<file path="src/pndr_ram.sv">
// Generic single-write, single-read RAM with registered read data.
`timescale 1ns / 1ps
module pndr_ram #(
  parameter int WIDTH = 8,
  parameter int DEPTH = 16
) (
  input  logic                     clk,
  input  logic                     we,
  input  logic [$clog2(DEPTH)-1:0] waddr,
  input  logic [WIDTH-1:0]         wdata,
  input  logic [$clog2(DEPTH)-1:0] raddr,
  output logic [WIDTH-1:0]         rdata
);

  logic [WIDTH-1:0] mem [DEPTH];

  always_ff @(posedge clk) begin
    if (we) begin
      mem[waddr] <= wdata;
    end
    rdata <= mem[raddr];
  end

endmodule

</file>
<file path="config.mk">
export PLATFORM = sky130hd
export DESIGN_NAME = pndr_ram
export DESIGN_NICKNAME = d
export VERILOG_FILES = /design/src/pndr_ram.sv
export SDC_FILE = /design/constraint.sdc
export NUM_CORES = 1
export LEC_CHECK = 0
export ABC_AREA = 1
export BUFFER_PORTS_ARGS = -buffer_cell sky130_fd_sc_hd__clkbuf_2
export CAP_MARGIN = 10
export CORE_ASPECT_RATIO = 1.1
export CORE_MARGIN = 8
export CORE_UTILIZATION = 50
export CTS_CLUSTER_DIAMETER = 60
export DETAILED_ROUTE_END_ITERATION = 8
export PLACE_DENSITY = 0.67
export SYNTH_ARGS = -nofsm -noshare
export SYNTH_HDL_FRONTEND = slang
export SYNTH_SLANG_ARGS = --single-unit
</file>
<file path="constraint.sdc">
create_clock -name clk -period 2.02 [get_ports clk]
set_input_delay 0.303 -clock clk [delete_from_list [all_inputs] [get_ports clk]]
set_output_delay 0.303 -clock clk [all_outputs]
set_load 0.005 [all_outputs]
</file>
==> results.ini <==
[floorplan]
dieArea_um2 = 15200
fp-row-count = 41
die_y_um = 129
ios = 26
core_area_um2 = 11300
die_width_um = 118
start_util = 0.509

[final_layout]
diodes = 0
final_cell_area_um2 = 6640
nets = 607
final_layout_size_suffix_gt1_frac = 0.116
nFillCells = 925
final_cell_mix = 173 x nand2_1, 128 x edfxtp_1, 100 x inv_1
final_common_cell = nand2_1
final_core_util = 0.586
area_delta_synth_final_pct = 15.2

[route]
num_vias = 3741
drt-total-wl_mm = 12.5
wire_per_inst_um = 16.6
drt-initial-drc-count = 305
vias_per_cell = 4.97
drt_pre_antenna_iters = 4
ant_nets = 0
drcViolationCount = 0

[min_path]
hp-class = input port to register

[clock_network]
postCtsHoldBufs = 0
cts_root_buf = clkbuf_16
post_cts_resized = 0
cts_sinks = 136
cts_tree = yes
clk_path_buf_depth = 2
post-cts-setup-buffers = 0
clk_latency_ns = 0.41
htree_levels = 4
clk_pin_slew_ns = 0.06
numCtsBuffers = 17

[critical_path]
critPathMaxFanout = 1
setup.worst_path.start_class = register
crit_buf_inv = 1
criticalPathCategory = register to output port
slowest_stage = dfxtp_1
crit_path_end_kind = output port
critical_path.max_stage_delay_ns = 0.35
arrival_ns = 0.90
cp.required_ns = 1.72
crit_family = flip-flops
path_cells = clkbuf_2

[timing]
hold_viol_final = 0
period_needed_ns = 1.20
tightest_slew_ns = 0.642
fin_crit_sh = 0.594
holdWs_ns = 0.310
maxSlewHeadroom = 0.570
fmax_mhz = 834
setup_viol = 0
rsz0062_at_grt = false
report.final.slew_viol_count = 0
fin_skew_ns = 0.00887
fin_tns_setup_ns = 0

[synthesis]
synth_top_area_frac = 0.667
ys_ff_latch = 136
synth_top_cell_by_area = edfxtp_1
yosys_warnings = 0
synth_cell_types = 12
syn_inst = 551
synth_area_leaders = edfxtp_1 67%, nand2_1 11%, nand3_1 8.4%
synthesis.nets = 569
synth_area_per_cell_um2 = 10.5
syn_area_um2 = 5770
yosysSeqAreaShare = 0.694

[global_routing]
grt_pass1_wl_mm = 19.9
grt_usage = 0.174
overflow = 0
grt_pass1_vias = 3750
grt_max_degree = 65
antenna_found_initial = 0

[power]
power.leakage_uw = 0.00290
vdd_drop_max_mv = 0.521
power_density_nw_per_um2 = 984

[place]
place_hpwl_mm = 7.48
gp_congestion = 0.853
placed_cell_area_um2 = 6070
io_buffer_count = 25

[outcome]
status = completed

[job]
drv_cap = 0

==> cells by family (layout without fill, tap and decap cells) <==
kind of cell / count (synthesis) / in the layout / share of synthesized area
DFF: 136 / 136 / 0.694
and+or+nand+nor: 289 / 289 / 0.210
buffers and inverters: 126 / 177 / 0.0952
==> cells in the mapped netlist, drive strengths merged <==
cell	instances
buf	24
nor2	17
nand3b	2
nand3	97
nand2	173
inv	102
edfxtp	128
dfxtp	8
==> registers in the layout (all words and copies together) (netlist names) <==
| register | flops |
|---|---|
| rdata | 8 |
| mem | 128 |
==> path summary, 6_finish.rpt <==
path	slack, ns	end	from	cells after the start
min	0.31	rdata[1]	raddr[3]	3
max reg2reg	0.99	rdata[0]	mem[5][0]	6
max	0.82	rdata[4]	rdata[4]	1
min reg2reg	0.67	rdata[3]	mem[11][3]	6
==> where the power goes <==
| part | internal (µW) | leakage [µW] | total (µW) | switching, µW |
|---|---|---|---|---|
| sequential | 3160 | 0.00122 | 3170 | 18.0 |
| clock | 1910 | 0.000277 | 2990 | 1080 |
| combinational | 112 | 0.00140 | 373 | 261 |
==> through the flow <==
| stage | std cells | setup slack (ns) | power (µW) |
|---|---|---|---|
| final | 752 | 0.821 | 6540 |
| after global routing | 752 | 0.781 | 6750 |
| after CTS | 752 | 0.818 | 6570 |
| after detailed placement | 720 | 0.524 | 3610 |
| after global placement | 720 | 0.574 | 3600 |
| after floorplan | 551 | 0.766 | 3450 |
==> layer usage <==
| metal | up-vias | wire [µm] | global-route usage | part of all wire |
|---|---|---|---|---|
| met3 | 23 | 698 | 0.0508 | 0.056 |
| met1 | 1758 | 5390 | 0.207 | 0.43 |
| met5 | - | 0 | 0 | 0 |
| li1 | 1851 | - | - | - |
| met2 | 109 | 6020 | 0.283 | 0.48 |
| met4 | 0 | 347 | 0.0953 | 0.028 |
==> final cells by class <==
class	count	area (µm²)	share of cell area
sequential	136	4000	0.603
multi-input combinational	289	1210	0.183
clock buffer	20	437	0.0657
inverter	102	383	0.0576
timing repair buffer	43	285	0.0429
tap	150	188	0.0283
clock inverter	12	133	0.0200
No activity file was read; power rests on OpenSTA's default activity.
