`src/pndr_pkg.sv`:
```
// Shared types and constants for the Pareto front ranking block.
`timescale 1ns / 1ps
package pndr_pkg;

  localparam int NUM_OBJ       = 7;
  localparam int OBJ_SEL_W     = 3;
  localparam int RANK_W        = 6;
  localparam int POP_MAX_DEF   = 64;
  localparam int KEY_WIDTH_DEF = 32;

  typedef enum logic [3:0] {
    S_LOAD,
    S_WRITE,
    S_RDA,
    S_RDB,
    S_EV,
    S_ROWWR,
    S_PRD,
    S_PEV,
    S_PEND,
    S_ORD,
    S_OCAP,
    S_OWAIT
  } state_t;

  typedef struct packed {
    logic en;
    logic first;
  } cmp_ctrl_t;

endpackage

```
`src/pndr_cmp.sv`:
```
// Shared key comparator that accumulates better/worse flags over the objectives.
`timescale 1ns / 1ps
module pndr_cmp import pndr_pkg::*; #(
  parameter int KEY_WIDTH = KEY_WIDTH_DEF
) (
  input  logic                 clk,
  input  cmp_ctrl_t            ctrl,
  input  logic [KEY_WIDTH-1:0] key_a,
  input  logic [KEY_WIDTH-1:0] key_b,
  output logic                 dom_now
);

  logic better_r, worse_r;
  logic lt, gt, better_nxt, worse_nxt;

  assign lt         = key_a < key_b;
  assign gt         = key_a > key_b;
  assign better_nxt = (better_r & ~ctrl.first) | lt;
  assign worse_nxt  = (worse_r & ~ctrl.first) | gt;
  assign dom_now    = better_nxt & ~worse_nxt;

  always_ff @(posedge clk) begin
    if (ctrl.en) begin
      better_r <= better_nxt;
      worse_r  <= worse_nxt;
    end
  end

endmodule

```
`config.mk`:
```
export PLATFORM = sky130hd
export DESIGN_NAME = pndr_cmp
export DESIGN_NICKNAME = d
export VERILOG_FILES = /design/src/pndr_pkg.sv /design/src/pndr_cmp.sv
export SDC_FILE = /design/constraint.sdc
export NUM_CORES = 1
export LEC_CHECK = 0
export ABC_AREA = 1
export BUFFER_PORTS_ARGS = -buffer_cell sky130_fd_sc_hd__buf_2
export CORE_UTILIZATION = 38
export DETAILED_ROUTE_END_ITERATION = 10
export PLACE_DENSITY = 0.84
export SLEW_MARGIN = 20
export SYNTH_ARGS = -nofsm -noshare
export SYNTH_HDL_FRONTEND = slang
export SYNTH_SLANG_ARGS = --single-unit
```
`constraint.sdc`:
```
create_clock -name clk -period 1.6 [get_ports clk]
set_clock_uncertainty 0.05 [all_clocks]
set_input_delay 0.32 -clock clk [delete_from_list [all_inputs] [get_ports clk]]
set_output_delay 0.32 -clock clk [all_outputs]
set_load 0.02 [all_outputs]
```
==> run_results.csv <==
group,metric,value,unit
logic_synthesis,synth_top_family_by_area,"adder cells",
logic_synthesis,synth_most_common_cell,"inv_1",
sta,finalCritPeriodShare,128.7,%
sta,period_needed,2.059,ns
global_route,top_usage_layer,"met2",
cells_and_area,drive_above_1_share,72.84,%
floorplan,ioPinCount,68,
critical_path,cp.arrival,1.69,ns
logic_synthesis,netlist_area,997.2,µm²
logic_synthesis,syn_nets,252,
placed_design,place_ws,-0.5316,ns
logic_synthesis,postSynthCellCount,153,
logic_synthesis,netlist_top_cells_count,"inv_1 (42), nand2_1 (34), ha_1 (32)",
logic_synthesis,yosysWarnings,0,
logic_synthesis,yosys_register_bits,2,
floorplan,row_count,18,
logic_synthesis,synthAdderAreaFrac,40.15,%
logic_synthesis,yosys-top-cells-area,"ha_1 (40%), inv_1 (16%), nand2_1 (13%)",
critical_path,critPathLaunchType,"input pin",
logic_synthesis,ys.flop_type,"edfxtp_1",
global_route,grt_util_met3,2.874,%
critical_path,crit_fanout,3,
logic_synthesis,muxShareOfSynthArea,0,%
run_status,outcome,"finished with violations",
pwr,comb_power_share,76.3,%
floorplan,die_area,2833,µm²
sta,rsz0062_at_grt,"true",
run,maxCapViolCount,0,
sta,setup_slack,-0.4589,ns
global_route,antenna_found_initial,0,
cells_and_area,final_core_util,85.20,%
logic_synthesis,synth_cell_types,20,
clock_tree,cts_hold_buf,0,
detailed_routing,via_per_inst,4.805,
placed_design,dpl_cell_area,1623,µm²
clock_tree,htreeDepth,1,
sta,relSlewSlack,82.57,%
global_route,grt_pass1_vias,1121,
logic_synthesis,synth_xor_area_share,0,%
cells_and_area,diodes,0,
detailed_routing,first_pass_iters,4,
detailed_routing,ant_nets,0,
global_route,use_met2,39.17,%
sta,tightest_slew,0.2598,ns
pwr,p_per_area,354.0,nW/µm²
sta,drv_slew,0,
logic_synthesis,synth_top_area_share,40.15,%
logic_synthesis,async_flop_share,0,%
run_status,violations,"negative setup slack",
placed_design,dp_hpwl,1920,µm
logic_synthesis,postSynthAreaPerCell,6.518,µm²
cells_and_area,nNetsFinal,333,
global_route,grt_overflow,0,
placed_design,place_congestion,0.7220,
min_path,hold_path.class,"input pin to register",
clock_tree,path_clk_slew,0.03,ns
detailed_routing,wl_per_cell,11.77,µm
pwr,p_switching,0.2913,mW
critical_path,critPathCaptureType,"output pin",
global_route,grt_pass1_wl,4002,µm
logic_synthesis,yosysSeqAreaShare,6.023,%
detailed_routing,drc,0,
pwr,clkPwrFrac,14.9,%
detailed_routing,wl,3083,µm
cells_and_area,fill_cells,136,
critical_path,cp_data_required_time,1.23,ns
detailed_routing,drt_iter0_markers,10,
floorplan,die_x,53.23,µm
critical_path,crit_type,"input pin to output pin",
cells_and_area,design_area,2111,µm²
placed_design,io_buffers,67,
global_route,grt_usage,18.74,%
global_route,met1_usage,18.03,%
clock_tree,clkSinkCount,2,
detailed_routing,vias,1259,
clock_tree,cts_tree,"yes",
logic_synthesis,synth_simple_gate_area_share,26.98,%
sta,setup_viol_count_final,2,
sta,fmax,485.7,MHz
floorplan,initial_utilization,40.25,%
logic_synthesis,synth_compound_area_share,10.29,%
pwr,p_leak,1.056,nW
clock_tree,numCtsBuffers,3,
logic_synthesis,synth_top_area_cell,"ha_1",
pwr,max-vdd-ir-drop,0.5031,mV
logic_synthesis,synth_edf_count,2,
cells_and_area,area_delta_synth_final,111.7,%
clock_tree,clkLatencyLatePin,0.22,ns
pwr,p_int,0.4558,mW
clock_tree,cts_root_buf,"clkbuf_4",
global_route,grt_max_degree,4,
clock_tree,clk_path_buf_depth,2,
floorplan,coreArea,2477,µm²
pwr,swShare,38.99,%
pwr,power.share.sequential,8.8,%
floorplan,die_y,53.23,µm
sta,hold_viol,0,
-- power groups by stage --
stage / registers [mW] / clock network [mW] / logic (mW)
after floorplan: 0.0659 / 0 / 0.247
after global placement: 0.0660 / 0 / 0.384
after detailed placement: 0.0662 / 0 / 0.395
after CTS: 0.0656 / 0.110 / 0.457
after global routing: 0.0667 / 0.117 / 0.630
final: 0.0658 / 0.111 / 0.570
-- cell usage in the layout, fill, tap and decap left out --
master    instances
buf_2            43
ha_4             28
buf_6            23
nand2_1          22
inv_2            21
inv_1            14
nand2_2          12
buf_4            10
a21oi_1           8
inv_4             6
nor2_1            6
nand2_4           5
ha_1              4
a21oi_2           3
nor2_2            3
a21oi_4           3
nor2_4            3
clkbuf_4          3
nand4_1           2
o21ai_1           2
nand3_2           2
edfxtp_1          2
inv_6             1
inv_8             1
inv_12            1
a21o_1            1
nand3_1           1
nor3b_4           1
o21a_1            1
-- cell type report --
type	count	area [µm²]	area share (%)
timing repair buffer	76	549.3	26.02
inverter	44	205.2	9.721
clock buffer	3	22.52	1.067
sequential	2	60.06	2.845
tap	30	37.54	1.778
multi-input combinational	107	1236	58.57
-- cell families after synthesis --
family / count (synthesis)
compound gates: 18
fa+ha+maj: 32
buf+inv: 44
flops: 2
simple gates: 57
-- flip-flops by register name (all words and copies together) (netlist names) --
signal and cells:
better_r 1, worse_r 1
-- final timing paths --
kind / end / slack (ns) / startpoint / cells after the start
worst max-delay path: dom_now / -0.46 / key_b[11] / 13
worst min-delay path: worse_r / 0.26 / ctrl[1] / 1
worst max register to register: better_r / 0.49 / better_r / 5
worst min register to register: worse_r / 0.53 / worse_r / 2
-- stage by stage --
| stage | TNS, ns | hold slack (ns) | cells | total power [mW] |
|---|---|---|---|---|
| floorplan | -0.2135 | 0.3825 | 153 | 0.3134 |
| global placement | -0.9683 | 0.4905 | 254 | 0.4502 |
| detailed placement | -1.055 | 0.4958 | 254 | 0.4607 |
| CTS | -0.4946 | 0.2682 | 259 | 0.6320 |
| global route | -0.8135 | 0.2679 | 262 | 0.8140 |
| finish | -0.6035 | 0.2648 | 262 | 0.7472 |
-- per-layer routing --
metal / wire length [µm] / part of all wire, % / vias up
met2: 1656 / 54 / 59
met5: 0 / 0 / -
li1: - / - / 635
met1: 1208 / 39 / 561
met3: 190 / 6.2 / 4
met4: 28 / 0.91 / 0
-- worst max-delay path, stage by stage --
cell and delay (ns):
buf_2 0.10, inv_1 0.08, ha_4 0.21, a21oi_2 0.16, nand2_2 0.09, a21oi_4 0.16, nand2_2 0.06, nand2_2 0.08
nand2_1 0.06, nand2_1 0.08, nand2_2 0.08, nor2_4 0.11, buf_6 0.11
-- what timing repair did --
item,4_1_cts,5_1_grt
setup buffers,2,3
endpoints found under the setup margin,2,3
pin swaps,16,26
resized for setup,32,53
(Power assumes the default switching activity.)
